`config.mk`:
```
export PLATFORM = sky130hd
export DESIGN_NAME = double_ended_queue_with_listing
export DESIGN_NICKNAME = d
export VERILOG_FILES = /design/src/rtl/core/deql_pkg.sv /design/src/rtl/core/double_ended_queue_with_listing.sv /design/src/rtl/core/deql_cell.sv /design/src/rtl/core/deql_chain.sv
export SDC_FILE = /design/constraint.sdc
export NUM_CORES = 2
export LEC_CHECK = 0
export ABC_AREA = 1
export BUFFER_PORTS_ARGS = -buffer_cell sky130_fd_sc_hd__buf_2
export CAP_MARGIN = 10
export CORE_MARGIN = 5
export CORE_UTILIZATION = 60
export CTS_BUF_LIST = sky130_fd_sc_hd__clkbuf_8
export DETAILED_ROUTE_END_ITERATION = 8
export PLACE_DENSITY = 0.83
export SYNTH_ARGS = -nofsm -noshare
export SYNTH_HDL_FRONTEND = slang
export SYNTH_SLANG_ARGS = --single-unit
```
`constraint.sdc`:
```
create_clock -name clk -period 4.3 [get_ports clk]
set_input_delay 1.075 -clock clk [delete_from_list [all_inputs] [get_ports clk]]
set_output_delay 1.075 -clock clk [all_outputs]
set_load 0.02 [all_outputs]
```
`src/rtl/core/deql_pkg.sv`:
```
// Shared types and constants for the double-ended queue with listing.
// Used by the cell, the cell chain and the top level; no dependencies.
`timescale 1ns / 1ps

package deql_pkg;

  // Field widths fixed by the item format.
  localparam int unsigned VALUE_W  = 30;
  localparam int unsigned OPCODE_W = 3;
  localparam int unsigned STATUS_W = 2;

  // Largest value the queue stores; larger pushes saturate to it.
  localparam logic [VALUE_W-1:0] VALUE_MAX = 30'd999999999;

  // Operation codes carried by an input item.
  localparam logic [OPCODE_W-1:0] OP_PUSH_FRONT = 3'd0;
  localparam logic [OPCODE_W-1:0] OP_PUSH_BACK  = 3'd1;
  localparam logic [OPCODE_W-1:0] OP_POP_FRONT  = 3'd2;
  localparam logic [OPCODE_W-1:0] OP_POP_BACK   = 3'd3;
  localparam logic [OPCODE_W-1:0] OP_LIST       = 3'd4;

  // Status codes reported with every result item.
  localparam logic [STATUS_W-1:0] ST_OK        = 2'd0;
  localparam logic [STATUS_W-1:0] ST_POP_EMPTY = 2'd1;
  localparam logic [STATUS_W-1:0] ST_PUSH_FULL = 2'd2;

  // Input item.
  typedef struct packed {
    logic [OPCODE_W-1:0] opcode;
    logic [VALUE_W-1:0]  entry_value;
  } in_item_t;

  // Result item.
  typedef struct packed {
    logic [VALUE_W-1:0]  listed_value;
    logic                queue_empty;
    logic [STATUS_W-1:0] op_status;
    logic                last_of_listing;
  } out_item_t;

  // Command broadcast to every cell of the chain.
  typedef enum logic [2:0] {
    CMD_HOLD,
    CMD_SHIFT_RIGHT,
    CMD_SHIFT_LEFT,
    CMD_LOAD_BACK,
    CMD_ROTATE
  } cell_cmd_t;

  typedef struct packed {
    cell_cmd_t          cmd;
    logic [VALUE_W-1:0] value;
  } cell_ctrl_t;

  // Sequencer states.
  typedef enum logic {
    S_IDLE,
    S_LIST
  } state_t;

endpackage

```
`src/rtl/core/double_ended_queue_with_listing.sv`:
```
// Double-ended queue that lists its whole contents after every operation.
// The input item is taken in S_IDLE; S_LIST then loads each result item into the output register.
// No new input item is taken until the listing for the last one is finished;
// the listing rotates the cell chain once per result item, one item per cycle unless out_ready stalls it.
// Reset (rst_n, synchronous, active low) empties the queue; cell contents are not cleared.
// Depends on deql_pkg and deql_chain.
`timescale 1ns / 1ps

module double_ended_queue_with_listing
  import deql_pkg::*;
#(
  parameter int QUEUE_DEPTH = 32
) (
  input  logic      clk,
  input  logic      rst_n,
  input  logic      in_valid,
  output logic      in_ready,
  input  in_item_t  in_item,
  output logic      out_valid,
  input  logic      out_ready,
  output out_item_t out_item
);

  localparam int CW = $clog2(QUEUE_DEPTH + 1);

  state_t              state_r;
  state_t              state_nxt;
  logic [CW-1:0]       count_r;
  logic [CW-1:0]       count_nxt;
  logic [CW-1:0]       remaining_r;
  logic [STATUS_W-1:0] status_r;
  logic [STATUS_W-1:0] status_nxt;
  logic                empty_list_r;
  logic                out_valid_r;
  out_item_t           out_item_r;

  logic                in_accept;
  logic                list_load;
  logic                list_last;
  logic [VALUE_W-1:0]  value_sat;
  logic [VALUE_W-1:0]  head_value;
  cell_ctrl_t          cell_ctrl;

  assign in_accept = in_valid && in_ready;
  assign value_sat = (in_item.entry_value > VALUE_MAX) ? VALUE_MAX : in_item.entry_value;
  assign list_last = empty_list_r || (remaining_r == CW'(1));

  // Operation decode and listing rotation drive the cell chain.
  always_comb begin
    cell_ctrl.cmd   = CMD_HOLD;
    cell_ctrl.value = value_sat;
    count_nxt       = count_r;
    status_nxt      = status_r;
    if (in_accept) begin
      status_nxt = ST_OK;
      unique case (in_item.opcode) inside
        OP_PUSH_FRONT, OP_PUSH_BACK: begin
          if (count_r == CW'(QUEUE_DEPTH)) begin
            status_nxt = ST_PUSH_FULL;
          end else begin
            cell_ctrl.cmd = (in_item.opcode == OP_PUSH_FRONT) ? CMD_SHIFT_RIGHT
                                                              : CMD_LOAD_BACK;
            count_nxt     = count_r + CW'(1);
          end
        end
        OP_POP_FRONT, OP_POP_BACK: begin
          if (count_r == '0) begin
            status_nxt = ST_POP_EMPTY;
          end else begin
            cell_ctrl.cmd = (in_item.opcode == OP_POP_FRONT) ? CMD_SHIFT_LEFT : CMD_HOLD;
            count_nxt     = count_r - CW'(1);
          end
        end
        default: begin
          // List only, and the unused codes, leave the queue alone.
          status_nxt = ST_OK;
        end
      endcase
    end else if (list_load && !empty_list_r) begin
      cell_ctrl.cmd = CMD_ROTATE;
    end
  end

  deql_chain #(
    .DEPTH (QUEUE_DEPTH),
    .CW    (CW)
  ) u_chain (
    .clk     (clk),
    .ctrl_i  (cell_ctrl),
    .count_i (count_r),
    .head_o  (head_value)
  );

  // Next state.
  always_comb begin
    state_nxt = state_r;
    unique case (state_r)
      S_IDLE: if (in_accept) state_nxt = S_LIST;
      S_LIST: if (list_load && list_last) state_nxt = S_IDLE;
      default: state_nxt = S_IDLE;
    endcase
  end

  // State outputs.
  always_comb begin
    in_ready  = 1'b0;
    list_load = 1'b0;
    unique case (state_r)
      S_IDLE: in_ready = 1'b1;
      S_LIST: list_load = !out_valid_r || out_ready;
      default: in_ready = 1'b0;
    endcase
  end

  // Control registers.
  always_ff @(posedge clk) begin
    if (!rst_n) begin
      state_r      <= S_IDLE;
      count_r      <= '0;
      remaining_r  <= '0;
      status_r     <= ST_OK;
      empty_list_r <= 1'b0;
      out_valid_r  <= 1'b0;
    end else begin
      state_r  <= state_nxt;
      count_r  <= count_nxt;
      status_r <= status_nxt;
      if (in_accept) begin
        remaining_r  <= count_nxt;
        empty_list_r <= (count_nxt == '0);
      end else if (list_load) begin
        remaining_r <= remaining_r - CW'(1);
      end
      if (list_load) begin
        out_valid_r <= 1'b1;
      end else if (out_ready) begin
        out_valid_r <= 1'b0;
      end
    end
  end

  // Output register: one result item per load.
  always_ff @(posedge clk) begin
    if (list_load) begin
      out_item_r.listed_value    <= empty_list_r ? '0 : head_value;
      out_item_r.queue_empty     <= empty_list_r;
      out_item_r.op_status       <= status_r;
      out_item_r.last_of_listing <= list_last;
    end
  end

  assign out_valid = out_valid_r;
  assign out_item  = out_item_r;

`ifndef SYNTH
  // An accepted item always starts a listing.
  a_accept_lists: assert property (@(posedge clk) disable iff (!rst_n)
    in_accept |=> (state_r == S_LIST && !in_ready))
    else $error("accepted item did not start a listing");

  // The entry count never exceeds the queue depth.
  a_count_bound: assert property (@(posedge clk) disable iff (!rst_n)
    count_r <= CW'(QUEUE_DEPTH))
    else $error("entry count beyond queue depth");

  // An empty result item is always the final one of its listing.
  a_empty_last: assert property (@(posedge clk) disable iff (!rst_n)
    (out_valid && out_item.queue_empty) |-> out_item.last_of_listing)
    else $error("empty result item not marked last");

  // Loading the final result item frees the input side at once.
  a_last_frees: assert property (@(posedge clk) disable iff (!rst_n)
    (list_load && list_last) |=> (in_ready && out_valid && out_item.last_of_listing))
    else $error("input not freed after final result item");
`endif

endmodule

```
`src/rtl/core/deql_cell.sv`:
```
// One storage cell of the queue chain: holds a single entry.
// Depends on deql_pkg for the command struct and widths.
`timescale 1ns / 1ps

module deql_cell
  import deql_pkg::*;
#(
  parameter int IDX = 0,
  parameter int CW  = 6
) (
  input  logic               clk,
  input  cell_ctrl_t         ctrl_i,
  input  logic [CW-1:0]      count_i,
  input  logic [VALUE_W-1:0] left_i,
  input  logic [VALUE_W-1:0] right_i,
  input  logic [VALUE_W-1:0] head_i,
  output logic [VALUE_W-1:0] data_o
);

  logic [VALUE_W-1:0] data_r;
  logic [VALUE_W-1:0] data_nxt;

  // Choose the new content from the neighbours, the head or the pushed value.
  always_comb begin
    data_nxt = data_r;
    case (ctrl_i.cmd)
      CMD_SHIFT_RIGHT: data_nxt = left_i;
      CMD_SHIFT_LEFT:  data_nxt = right_i;
      CMD_LOAD_BACK: begin
        if (count_i == CW'(IDX)) data_nxt = ctrl_i.value;
      end
      CMD_ROTATE: begin
        // The last occupied cell takes the head, so the listing wraps round.
        data_nxt = (count_i == CW'(IDX + 1)) ? head_i : right_i;
      end
      default: data_nxt = data_r;
    endcase
  end

  // Entry storage; contents are meaningless until written.
  always_ff @(posedge clk) begin
    data_r <= data_nxt;
  end

  assign data_o = data_r;

endmodule

```
`src/rtl/core/deql_chain.sv`:
```
// Row of queue cells, front entry in cell 0, joined to their neighbours.
// Depends on deql_pkg and deql_cell.
`timescale 1ns / 1ps

module deql_chain
  import deql_pkg::*;
#(
  parameter int DEPTH = 32,
  parameter int CW    = 6
) (
  input  logic               clk,
  input  cell_ctrl_t         ctrl_i,
  input  logic [CW-1:0]      count_i,
  output logic [VALUE_W-1:0] head_o
);

  logic [VALUE_W-1:0] cell_data [DEPTH];

  // Cell 0 takes the pushed value on a shift right; the last cell reads
  // itself on the right, which only matters for entries no longer held.
  for (genvar i = 0; i < DEPTH; i++) begin : g_cell
    deql_cell #(
      .IDX (i),
      .CW  (CW)
    ) u_cell (
      .clk     (clk),
      .ctrl_i  (ctrl_i),
      .count_i (count_i),
      .left_i  ((i == 0) ? ctrl_i.value : cell_data[(i == 0) ? 0 : i - 1]),
      .right_i (cell_data[(i == DEPTH - 1) ? i : i + 1]),
      .head_i  (cell_data[0]),
      .data_o  (cell_data[i])
    );
  end

  assign head_o = cell_data[0];

endmodule
```
==> results.cfg <==
[floorplanning]
floorplan.core_area_um2 = 107000
die_w_um = 337
io_pins = 73
design.die.area_um2 = 114000
rows = 120
initial_core_util_pct = 60.1
die_height_um = 337

[critical_path]
critical_path.cell_chain = inv_1, ha_1, inv_1, nor2_1, nand2_2, nand2_1, nand2_2, nand2_8, nand2_8, nand2_2, buf_4, a31oi_1
worst-setup-path-type = register to register
worst-path-stages = 12
cp_top_family = simple AND/OR/NAND/NOR gates
critical_path_rt_ns = 4.89
cp_num_buf_inv = 3
critical-path-slowest-cell = sky130_fd_sc_hd__buf_4
path_common_cell = sky130_fd_sc_hd__nand2_2
timing.critical_path.from_type = register
crit_path_max_fanout = 42
cp-end-kind = register
cpPeakStageDelay_ns = 0.49
cp_data_arrival_time_ns = 4.15
reg2regPathDepth = 12

[run]
max_cap_viol_count = 0

[cells_and_area]
area_occupied_by_multi_input_gates_um2 = 27800
syn2layout_area_growth_pct = 5.79
post_route_cells_drive_above_1_share_pct = 6.19
final_nets = 8300
stdcell_count = 9789
register_cell_area_after_layout_um2 = 30200
fill_cells = 8950

[pwr]
total_leakage_power_uw = 0.0281
tot_pwr_uw = 29700
power-per-cell-area_nw_per_um2 = 437
vdd_ir_drop_max_v = 0.000259

[global_routing]
vias_in_the_first_global_route = 58812
grt_first_pass_wirelength_um = 310000
largest_net_degree_at_the_start_of_global_routing = 216
initial_antenna_violation_count = 6
overflow = 0
global_route.usage.total_pct = 33.6

[clock_tree]
h-tree-depth = 4
clk_path_buf_depth = 3
cts-hold-fix-buffers = 0
ctsRootBufferMaster = sky130_fd_sc_hd__clkbuf_8
cts_tree = built
post-cts-setup-buffers = 0
cts_inserted_buffers = 171
post_cts.resized_instances = 0
cts.sink_count = 1011
insertion_delay_ns = 0.88
cts.reportedPaths.clkPinSlew_ns = 0.06

[synth]
fraction_of_synthesized_cell_area_in_xor_and_xnor_cells_pct = 0.0409
post_synth_mux_area_share_pct = 0
netlist_area_um2 = 64200
yosysUniqueCellTypes = 36
syn_area_per_cell_um2 = 7.49
yosysWarningCount = 0
synth_ff_type = sky130_fd_sc_hd__edfxtp_1
async_flop_share_pct = 0
compound_gate_portion_of_the_synthesized_area_pct = 18.7
synth_area_leader_cell = sky130_fd_sc_hd__edfxtp_1
dominant_combinational_cell_family_by_area_after_synthesis = simple AND/OR/NAND/NOR gates
synth_top_cell_area_share_pct = 46.5
synth.ff_latch_count = 1011
number_of_synthesized_flops_with_an_enable_pin = 994
synth.cells.most_frequent = sky130_fd_sc_hd__nor2_1 (1750), sky130_fd_sc_hd__nand2_1 (1260), sky130_fd_sc_hd__a21oi_1 (1250)
synthesized_area_fraction_occupied_by_and_or_nand_nor_cells_pct = 24.4
post_synth_fa_ha_maj_area_fraction_pct = 0.117
leading_cell_types_by_total_area_after_synthesis = sky130_fd_sc_hd__edfxtp_1 (46%), sky130_fd_sc_hd__nor2_1 (10%), sky130_fd_sc_hd__a21oi_1 (9.7%), sky130_fd_sc_hd__nand2_1 (7.4%), sky130_fd_sc_hd__o21ai_0 (5.2%)
yosysSeqAreaShare_pct = 47.0
post-synth-top-count-cell = sky130_fd_sc_hd__nor2_1
syn_inst = 8570
synth_fp_nets = 8613

[placed_design]
place_ws_ns = 0.182
gpl.final_weighted_congestion = 0.902
place.port_buffers = 72
dp.cells = 9486
hpwlAfterDp_um = 119000

[sta]
final_ws_setup_ns = 0.744
setup_viol_count_final = 0
timing.fmax_ghz = 0.281
worst_slew_pin_slew_ns = 1.23
post-route-period-util_pct = 82.7
unrepaired_setup_endpoints_after_global_routing = no
clock-skew-final_ns = 0.0297
worst_slew_margin_rel_pct = 17.6
slew_violations = 0
finalHoldViolCount = 0
fin_tns_setup_ns = 0
finalCriticalPeriod_ns = 3.56

[drt]
detailedRoute.firstPassIterationCount = 7
remaining_drc_errors = 0
detail_route.wirelength_um = 200000
vias = 62745
ant_nets = 0
drt_iter0_markers = 9005
routed_wire_length_per_instance_um = 20.4
vias_per_cell = 6.41

[min_path]
hold_depth = 0
hold_path_class = register to register

[status]
run_status = finished, final reports clean
-- placed cells by master, fill, tap and decap left out, drive strengths merged --
cell,n
o2111ai,45
clkbuf,176
bufinv,1
o21a,1
ha,6
nand3,441
nor2,1757
nor3b,1
nand4,319
nor3,4
a31oi,18
or2,1
dfxtp,17
nand2,1266
o22ai,2
a22o,1
o41ai,1
clkinv,54
a21oi,1250
a31o,1
diode,6
nor4,1
clkinvlp,7
inv,764
buf,297
o211ai,168
edfxtp,994
o21ai,784
xor2,3
-- flip-flops by register name (all words and copies together), names as in the netlist --
signal,flops
remaining_r,6
count_r,6
status_r,2
out_item,34
empty_list_r,1
out_valid,1
u_chain.g_cell.u_cell.data_o,960
state_r,1
-- metrics by stage --
step | utilization [%] | hold WS, ns | area [um2]
CTS | 63.6 | 0.418 | 67900
floorplan | - | 0.406 | 64200
global placement | 60.8 | 0.423 | 64900
finish | 63.6 | 0.448 | 67900
detailed placement | 60.8 | 0.433 | 64900
global route | 63.6 | 0.450 | 67900
-- where the power goes --
| part | switching, uW | leakage (uW) | total, uW | internal (uW) |
|---|---|---|---|---|
| registers | 1140 | 0.00969 | 14400 | 13300 |
| clock network | 4180 | 0.00171 | 7990 | 3820 |
| logic | 4920 | 0.0167 | 7260 | 2350 |
| total | 10200 | 0.0281 | 29700 | 19500 |
-- area by class of cell --
cell class | count | area share, %
flip-flops and latches | 1011 | 44.4
multi-input cells | 6070 | 40.9
inverters | 706 | 3.92
repair buffers | 297 | 3.75
clock buffers | 176 | 3.57
well taps | 1403 | 2.58
clock inverters | 120 | 0.764
diodes | 6 | 0.0221
-- routing by layer --
layer,routed length [um],GRT usage [%]
met4,10900,18.5
met3,22500,6.17
met5,55,0
met2,92900,53.8
met1,73200,43.5
-- kinds of logic after synthesis --
kind of cell | Yosys count
buf+inv | 1489
xor+xnor | 3
fa+ha+maj | 6
simple gates | 3790
compound gates | 2271
flops | 1011
-- final timing paths --
kind	endpoint	from	slack [ns]
setup / recovery	u_chain.g_cell[0].u_cell.data_o[4]$_DFFE_PP_	count_r[0]$_SDFF_PN0_	0.74
hold / removal	out_item[1]$_DFFE_PP_	status_r[0]$_SDFFE_PN0P_	0.45
setup reg to reg	u_chain.g_cell[0].u_cell.data_o[4]$_DFFE_PP_	count_r[0]$_SDFF_PN0_	0.74
hold reg to reg	out_item[1]$_DFFE_PP_	status_r[0]$_SDFFE_PN0P_	0.45
No activity file was read; power rests on OpenSTA's default activity.
